==> src/rtl/ascf_pkg.sv <==
`default_nettype none
package ascf_pkg;

    // Twenty decimal digits cover the unsigned 64-bit maximum.
    localparam int NUM_CELLS  = 20;
    localparam int HEX_CELLS  = 16;
    localparam int DIGIT_W    = 4;
    localparam int VALUE_W    = 64;
    localparam int HALF_W     = 32;
    localparam int CHAR_W     = 7;
    localparam int FUNC_W     = 3;
    localparam int REMAIN_W   = $clog2(NUM_CELLS + 1);
    localparam int BITCNT_W   = $clog2(VALUE_W);

    localparam logic [CHAR_W-1:0] CHAR_ZERO  = 7'h30;
    localparam logic [CHAR_W-1:0] CHAR_ALPHA = 7'h57;  // 'a' - 10
    localparam logic [CHAR_W-1:0] CHAR_MINUS = 7'h2d;

    typedef enum logic [FUNC_W-1:0] {
        FMT_S32 = 3'd0,
        FMT_U32 = 3'd1,
        FMT_H32 = 3'd2,
        FMT_S64 = 3'd3,
        FMT_U64 = 3'd4,
        FMT_H64 = 3'd5
    } fmt_t;

    typedef enum logic [1:0] {
        CELL_HOLD,
        CELL_LOAD,
        CELL_DABBLE,
        CELL_SHIFT
    } cell_op_t;

    typedef enum logic [2:0] {
        ST_IDLE,
        ST_CONV,
        ST_MINUS,
        ST_SKIP,
        ST_EMIT
    } state_t;

    function automatic logic [CHAR_W-1:0] digit_to_ascii(input logic [DIGIT_W-1:0] d);
        logic [CHAR_W-1:0] ext;
        ext = {{(CHAR_W-DIGIT_W){1'b0}}, d};
        if (d < 4'd10)
        begin
            return CHAR_ZERO + ext;
        end
        return CHAR_ALPHA + ext;
    endfunction

endpackage
`default_nettype wire

==> src/rtl/ascf_operand_if.sv <==
`default_nettype none
interface ascf_operand_if;
    logic        valid;
    logic        ready;
    logic [2:0]  func;
    logic [63:0] value;

    modport source (output valid, output func, output value, input ready);
    modport sink   (input valid, input func, input value, output ready);
endinterface
`default_nettype wire

==> src/rtl/ascf_char_if.sv <==
`default_nettype none
interface ascf_char_if;
    logic       valid;
    logic       ready;
    logic [6:0] char_code;
    logic       last_char;

    modport source (output valid, output char_code, output last_char, input ready);
    modport sink   (input valid, input char_code, input last_char, output ready);
endinterface
`default_nettype wire

==> src/rtl/ascf_cell.sv <==
`default_nettype none
module ascf_cell (
    input  logic                                clk,
    input  ascf_pkg::cell_op_t                  op,
    input  logic [ascf_pkg::DIGIT_W-1:0]        load_digit,
    input  logic                                shift_in_bit,
    input  logic [ascf_pkg::DIGIT_W-1:0]        shift_in_digit,
    output logic                                carry,
    output logic [ascf_pkg::DIGIT_W-1:0]        digit
);
    import ascf_pkg::*;

    logic [DIGIT_W-1:0] digit_reg;
    logic [DIGIT_W-1:0] digit_next;
    logic [DIGIT_W-1:0] adj;

    // Add three before the shift so the digit carries at ten.
    assign adj   = (digit_reg >= 4'd5) ? digit_reg + 4'd3 : digit_reg;
    assign carry = adj[DIGIT_W-1];
    assign digit = digit_reg;

    always_comb
    begin
        case (op)
            CELL_LOAD:   digit_next = load_digit;
            CELL_DABBLE: digit_next = {adj[DIGIT_W-2:0], shift_in_bit};
            CELL_SHIFT:  digit_next = shift_in_digit;
            default:     digit_next = digit_reg;
        endcase
    end

    always_ff @(posedge clk)
    begin
        digit_reg <= digit_next;
    end

endmodule
`default_nettype wire

==> src/rtl/integer_to_ascii_formatter_core.sv <==
`default_nettype none
// The operand is taken in the idle state; 64-bit and 32-bit decimal operands then pass
// bit-serial shift-and-add through the digit cells, while hex operands load straight into
// them. A minus sign follows for negative values, then up to 19 leading zeros are dropped
// and one character per cycle is sent while the receiver is ready. A new operand is taken
// only in the idle state, after the last character has been loaded for output.
// Reset: asynchronous, clears the sequencer and the output valid; digit cells are not reset.
module integer_to_ascii_formatter_core (
    input  logic           clk,
    input  logic           rst_n,
    ascf_operand_if.sink   operand,
    ascf_char_if.source    chars
);
    import ascf_pkg::*;

    state_t state_reg;
    state_t state_next;

    logic [VALUE_W-1:0]  mag_reg;
    logic [VALUE_W-1:0]  mag_next;
    logic [BITCNT_W-1:0] bit_cnt_reg;
    logic [BITCNT_W-1:0] bit_cnt_next;
    logic [REMAIN_W-1:0] remain_reg;
    logic [REMAIN_W-1:0] remain_next;
    logic                neg_reg;
    logic                neg_next;

    logic                out_valid_reg;
    logic                out_valid_next;
    logic [CHAR_W-1:0]   out_char_reg;
    logic [CHAR_W-1:0]   out_char_next;
    logic                out_last_reg;
    logic                out_last_next;

    logic                accept;
    logic                fmt_ok;
    logic                fmt_hex;
    logic                fmt_64;
    logic                fmt_signed;
    logic                in_neg;
    logic [HALF_W-1:0]   lo;
    logic [HALF_W-1:0]   mag32;
    logic [VALUE_W-1:0]  mag64;
    logic [VALUE_W-1:0]  hex_src;

    logic                out_free;
    logic                out_load;
    logic [CHAR_W-1:0]   out_load_char;
    logic                out_load_last;
    cell_op_t            cell_op;
    logic                top_zero;

    logic [DIGIT_W-1:0]  load_digit [NUM_CELLS];
    logic [DIGIT_W-1:0]  digit      [NUM_CELLS];
    logic                carry      [NUM_CELLS];

    // Operand decode
    always_comb
    begin
        fmt_ok     = 1'b1;
        fmt_hex    = 1'b0;
        fmt_64     = 1'b0;
        fmt_signed = 1'b0;
        case (fmt_t'(operand.func))
            FMT_S32: fmt_signed = 1'b1;
            FMT_U32: fmt_signed = 1'b0;
            FMT_H32: fmt_hex    = 1'b1;
            FMT_S64:
            begin
                fmt_signed = 1'b1;
                fmt_64     = 1'b1;
            end
            FMT_U64: fmt_64     = 1'b1;
            FMT_H64:
            begin
                fmt_hex = 1'b1;
                fmt_64  = 1'b1;
            end
            default: fmt_ok     = 1'b0;
        endcase
    end

    assign lo      = operand.value[HALF_W-1:0];
    assign in_neg  = fmt_signed & (fmt_64 ? operand.value[VALUE_W-1] : lo[HALF_W-1]);
    assign mag32   = in_neg ? (~lo + 1'b1) : lo;
    assign mag64   = in_neg ? (~operand.value + 1'b1) : operand.value;
    assign hex_src = fmt_64 ? operand.value : {{(VALUE_W-HALF_W){1'b0}}, lo};
    assign accept  = operand.valid & operand.ready;

    // Hex operands load straight into the cells, one nibble each.
    genvar gi;
    generate
        for (gi = 0; gi < NUM_CELLS; gi++)
        begin : g_load
            if (gi < HEX_CELLS)
            begin : g_nib
                assign load_digit[gi] = fmt_hex ? hex_src[gi*DIGIT_W +: DIGIT_W] : '0;
            end
            else
            begin : g_zero
                assign load_digit[gi] = '0;
            end
        end
    endgenerate

    generate
        for (gi = 0; gi < NUM_CELLS; gi++)
        begin : g_cell
            if (gi == 0)
            begin : g_first
                ascf_cell u_cell (
                    .clk            (clk),
                    .op             (cell_op),
                    .load_digit     (load_digit[gi]),
                    .shift_in_bit   (mag_reg[VALUE_W-1]),
                    .shift_in_digit ('0),
                    .carry          (carry[gi]),
                    .digit          (digit[gi])
                );
            end
            else
            begin : g_rest
                ascf_cell u_cell (
                    .clk            (clk),
                    .op             (cell_op),
                    .load_digit     (load_digit[gi]),
                    .shift_in_bit   (carry[gi-1]),
                    .shift_in_digit (digit[gi-1]),
                    .carry          (carry[gi]),
                    .digit          (digit[gi])
                );
            end
        end
    endgenerate

    assign top_zero = (digit[NUM_CELLS-1] == '0);
    assign out_free = ~out_valid_reg | chars.ready;

    // Next state
    always_comb
    begin
        state_next = state_reg;
        case (state_reg)
            ST_IDLE:
            begin
                if (accept && fmt_ok)
                begin
                    state_next = fmt_hex ? ST_SKIP : ST_CONV;
                end
            end
            ST_CONV:
            begin
                if (bit_cnt_reg == '0)
                begin
                    state_next = neg_reg ? ST_MINUS : ST_SKIP;
                end
            end
            ST_MINUS:
            begin
                if (out_free)
                begin
                    state_next = ST_SKIP;
                end
            end
            ST_SKIP:
            begin
                if (!top_zero || remain_reg == REMAIN_W'(1))
                begin
                    state_next = ST_EMIT;
                end
            end
            ST_EMIT:
            begin
                if (out_free && remain_reg == REMAIN_W'(1))
                begin
                    state_next = ST_IDLE;
                end
            end
            default: state_next = ST_IDLE;
        endcase
    end

    // Outputs
    always_comb
    begin
        operand.ready = 1'b0;
        cell_op       = CELL_HOLD;
        out_load      = 1'b0;
        out_load_char = digit_to_ascii(digit[NUM_CELLS-1]);
        out_load_last = 1'b0;
        mag_next      = mag_reg;
        bit_cnt_next  = bit_cnt_reg;
        remain_next   = remain_reg;
        neg_next      = neg_reg;
        case (state_reg)
            ST_IDLE:
            begin
                operand.ready = 1'b1;
                if (accept)
                begin
                    cell_op      = CELL_LOAD;
                    neg_next     = in_neg;
                    remain_next  = REMAIN_W'(NUM_CELLS);
                    // 32-bit magnitudes sit in the upper half so the MSB shifts out first.
                    mag_next     = fmt_64 ? mag64 : {mag32, {HALF_W{1'b0}}};
                    bit_cnt_next = fmt_64 ? BITCNT_W'(VALUE_W - 1) : BITCNT_W'(HALF_W - 1);
                end
            end
            ST_CONV:
            begin
                cell_op      = CELL_DABBLE;
                mag_next     = mag_reg << 1;
                bit_cnt_next = bit_cnt_reg - 1'b1;
            end
            ST_MINUS:
            begin
                if (out_free)
                begin
                    out_load      = 1'b1;
                    out_load_char = CHAR_MINUS;
                end
            end
            ST_SKIP:
            begin
                // Drop a leading zero, but keep the last digit.
                if (top_zero && remain_reg != REMAIN_W'(1))
                begin
                    cell_op     = CELL_SHIFT;
                    remain_next = remain_reg - 1'b1;
                end
            end
            ST_EMIT:
            begin
                if (out_free)
                begin
                    out_load      = 1'b1;
                    out_load_last = (remain_reg == REMAIN_W'(1));
                    cell_op       = CELL_SHIFT;
                    remain_next   = remain_reg - 1'b1;
                end
            end
            default: cell_op = CELL_HOLD;
        endcase
    end

    always_comb
    begin
        out_valid_next = out_valid_reg;
        out_char_next  = out_char_reg;
        out_last_next  = out_last_reg;
        if (out_load)
        begin
            out_valid_next = 1'b1;
            out_char_next  = out_load_char;
            out_last_next  = out_load_last;
        end
        else if (chars.ready)
        begin
            out_valid_next = 1'b0;
        end
    end

    assign chars.valid     = out_valid_reg;
    assign chars.char_code = out_char_reg;
    assign chars.last_char = out_last_reg;

    always_ff @(posedge clk or negedge rst_n)
    begin
        if (!rst_n)
        begin
            state_reg     <= ST_IDLE;
            out_valid_reg <= 1'b0;
        end
        else
        begin
            state_reg     <= state_next;
            out_valid_reg <= out_valid_next;
        end
    end

    always_ff @(posedge clk)
    begin
        mag_reg      <= mag_next;
        bit_cnt_reg  <= bit_cnt_next;
        remain_reg   <= remain_next;
        neg_reg      <= neg_next;
        out_char_reg <= out_char_next;
        out_last_reg <= out_last_next;
    end

endmodule
`default_nettype wire

==> src/flat_wrapper.sv <==
// flat-port wrapper written by rule: the top's interface ports become plain ports
module integer_to_ascii_formatter_core_flat import ascf_pkg::*;
  (clk, rst_n, operand_valid, operand_func, operand_value, operand_ready, chars_valid, chars_char_code, chars_last_char, chars_ready);
  ascf_operand_if operand_i ();
  ascf_char_if chars_i ();
  input  logic clk;
  input  logic rst_n;
  input wire logic [$bits(operand_i.valid)-1:0] operand_valid;
  input wire logic [$bits(operand_i.func)-1:0] operand_func;
  input wire logic [$bits(operand_i.value)-1:0] operand_value;
  output wire logic [$bits(operand_i.ready)-1:0] operand_ready;
  output wire logic [$bits(chars_i.valid)-1:0] chars_valid;
  output wire logic [$bits(chars_i.char_code)-1:0] chars_char_code;
  output wire logic [$bits(chars_i.last_char)-1:0] chars_last_char;
  input wire logic [$bits(chars_i.ready)-1:0] chars_ready;
  assign operand_i.valid = operand_valid;
  assign operand_i.func = operand_func;
  assign operand_i.value = operand_value;
  assign operand_ready = operand_i.ready;
  assign chars_valid = chars_i.valid;
  assign chars_char_code = chars_i.char_code;
  assign chars_last_char = chars_i.last_char;
  assign chars_i.ready = chars_ready;
  integer_to_ascii_formatter_core u_core (.clk(clk), .rst_n(rst_n), .operand(operand_i), .chars(chars_i));
endmodule
==> config.mk <==
export PLATFORM = sky130hd
export DESIGN_NAME = integer_to_ascii_formatter_core_flat
export DESIGN_NICKNAME = d
export VERILOG_FILES = /design/src/rtl/ascf_pkg.sv /design/src/rtl/ascf_operand_if.sv /design/src/rtl/ascf_char_if.sv /design/src/rtl/ascf_cell.sv /design/src/rtl/integer_to_ascii_formatter_core.sv /design/src/flat_wrapper.sv
export SDC_FILE = /design/constraint.sdc
export NUM_CORES = 1
export LEC_CHECK = 0
export BUFFER_PORTS_ARGS = -buffer_cell sky130_fd_sc_hd__buf_4
export CAP_MARGIN = 10
export CORE_MARGIN = 2
export CORE_UTILIZATION = 47
export CTS_BUF_LIST = sky130_fd_sc_hd__clkbuf_4 sky130_fd_sc_hd__clkbuf_8
export CTS_CLUSTER_DIAMETER = 150
export CTS_CLUSTER_SIZE = 16
export DETAILED_ROUTE_END_ITERATION = 8
export HOLD_SLACK_MARGIN = 0.06
export PLACE_DENSITY = 0.71
export SLEW_MARGIN = 10
export SYNTH_ARGS = -nofsm -noshare
export SYNTH_HDL_FRONTEND = slang
export SYNTH_HIERARCHICAL = 1
export SYNTH_SLANG_ARGS = --single-unit
==> constraint.sdc <==
create_clock -name clk -period 11.36 [get_ports clk]
set_input_delay 1.136 -clock clk [delete_from_list [all_inputs] [get_ports clk]]
set_output_delay 1.136 -clock clk [all_outputs]
set_load 0.02 [all_outputs]
==> results.txt <==
The post-route fraction of the period consumed by the critical path came out at 35.9%. The clock input transition at the sequential cells of the worst setup and hold paths came out at 0.11 ns. The area enclosed by the die boundary came out at 28,300 um2. The cell count after synthesis came out at 1,409.

For the pin with the worst max-slew slack, the measured transition is 1.09 ns. The number of endpoints failing setup at the final stage is 0. The final hold violation count came out at 0.

The number of buffers between clock root and the deepest sink is 2. The arrival time reported for the critical path endpoint is 4.32 ns. Each instance of the synthesized netlist takes up on average 8.99 um2. The number of top-level design ports is 81. In the layout the commonest cells are edfxtp_1, nand2_1, nor2_1.

Leaving out fill and tap cells, the most frequent cell in the layout is edfxtp_1. The count of max-cap constraint violations is 0. Data on the critical path is required at its endpoint by 11.61 ns.

The hold buffer count at cts is 0. The number of pins with negative max-slew slack in the final report was 0. The via count of the first global-routing pass came out at 10,114. The total half-perimeter wirelength after legalization and detailed placement is 22.2 mm.

The floorplan core area is 26,700 um2. Setup repair after global routing left no endpoint under its margin. The total cell area at the placement stage came out at 13,600 um2.

For this design the ratio of total power to cell area is 290 nW/um2. The per-cell via count in the routed design came out at 5.77. The clock tree skew after final layout came out at 0.0190 ns.

The mean routed wirelength per cell came out at 17.0 um. The register with the most flip-flops in the layout has 76 of them. The number of buffer cells added on primary ports came out at 80. The antenna cell count is 0. The post-layout instance area came out at 14,000 um2. The number of DRC violations after detailed routing came out at 0. Of the cells placed in the final design, the portion with a size suffix greater than 1 is 16.5%. The number of nets still failing antenna checks after routing is 0. Entering global routing, the biggest net connects 99 pins. The run finished with clean final reports. The die is 168 um wide. The starting density of the core came out at 47.4%. The static leakage is 0.00527 uW. The initial antenna violation count came out at 0. The worst setup path is launched from a flop.

The area growth from synthesis to layout is 10.3%. In this run the clock root is driven by a clkbuf_8. The remaining max-slew budget at the tightest pin came out at 26.5%. The violation count after the first detailed-routing iteration came out at 1,105. The floorplan has 60 rows. Buffers inserted during clock tree synthesis total 17.

The total setup buffers inserted after CTS came out at 0. The area of the mapped netlist came out at 12,700 um2. STA classifies the critical path endpoint as a flop. The height of the die came out at 168 um. The H-tree was split into 4 levels.

The first detailed-routing pass ran for 5 iterations. The clock insertion delay at the later pin of the skew report is 0.48 ns. Summed over all failing endpoints, the final setup total negative slack is 0 ns. The minimum clock period after layout is 4.07 ns. Global routing finished with a remaining overflow of 0. Routability-driven placement finished with a final weighted congestion of 0.929.

The worst min-delay path class is input pin to async pin. The maximum fanout count along the critical path is 98. The count of filler cells inserted in the layout came out at 2,478.

By startpoint and endpoint, the worst setup path is classified as flop to flop. The maximum achievable frequency came out at 0.246 GHz. TritonCTS built the clock tree. The total via count in the routed design came out at 10,555. The final layout contains routed wiring with a total length of 31.1 mm.

Once the clock tree was built, the resizer swapped 0 gates to a different size. The wire length of the first global-routing pass came out at 50.5 mm. The number of nets in the finished design is 1,590. The yosys synthesis warning count is 6. Global routing consumed, over all layers together, 22.1% of the routing resources. The clock net sink count is 168. Across the VDD grid, the largest voltage drop is 0.000168 V.
-- through the flow --
step           total power [uW]  instances  util [%]  setup slack [ns]  hold slack (ns)
3_5_place_dp               3590       1796      50.7              7.18            0.503
6_report                   4060       1828      52.3              7.29            0.432
2_1_floorplan              3210       1428         -              1.04            0.484
3_3_place_gp               3500       1796      50.7              7.24            0.504
4_1_cts                    4060       1828      52.3              7.27            0.403
5_1_grt                    4400       1828      52.3              6.97            0.409
-- final timing paths --
path,start,endpoint,slack [ns],cells after the start
worst max-delay path,u_core/remain_reg[0],u_core/g_cell[0].g_first.u_cell/digit[1],7.29,9
worst min-delay path,rst_n,u_core/chars.valid,0.43,1
worst max register to register,u_core/remain_reg[0],u_core/g_cell[0].g_first.u_cell/digit[1],7.29,9
worst min register to register,u_core/mag_reg[39],u_core/mag_reg[40],0.53,1
max in group asynchronous,rst_n,u_core/state_reg[0],10.83,1
min in group clk,u_core/mag_reg[39],u_core/mag_reg[40],0.53,1
-- where the power goes --
| part | internal (uW) | switching [uW] |
|---|---|---|
| combinational | 845 | 1260 |
| sequential | 1250 | 236 |
| clock | 209 | 261 |
-- per-layer routing --
| layer | routed length, um | part of all wire [%] | global-route usage (%) |
|---|---|---|---|
| met1 | 13500 | 43 | 28.5 |
| met2 | 14800 | 48 | 37.4 |
| met3 | 1890 | 6.1 | 3.93 |
| met4 | 856 | 2.8 | 8.13 |
| met5 | 48 | 0.15 | 1.39 |
-- area by class of cell --
class / instances / area (um2) / share of cell area, %
multi-input combinational: 1122 / 7150 / 51.1
sequential: 168 / 5020 / 35.9
timing repair buffer: 91 / 683 / 4.89
tap: 341 / 427 / 3.05
inverter: 74 / 278 / 1.99
clock buffer: 18 / 241 / 1.73
clock inverter: 14 / 180 / 1.29
-- worst max-delay path, cell delays in order, from the launching register on --
cell and delay, ns:
edfxtp_1 0.44, ha_1 0.21, nor4b_1 0.15, or4b_2 0.65, nand2_1 0.11, nand2b_1 0.12
nand2_4 0.76, buf_4 0.79, o21ai_0 0.26, a211o_1 0.30
(Power assumes the default switching activity.)
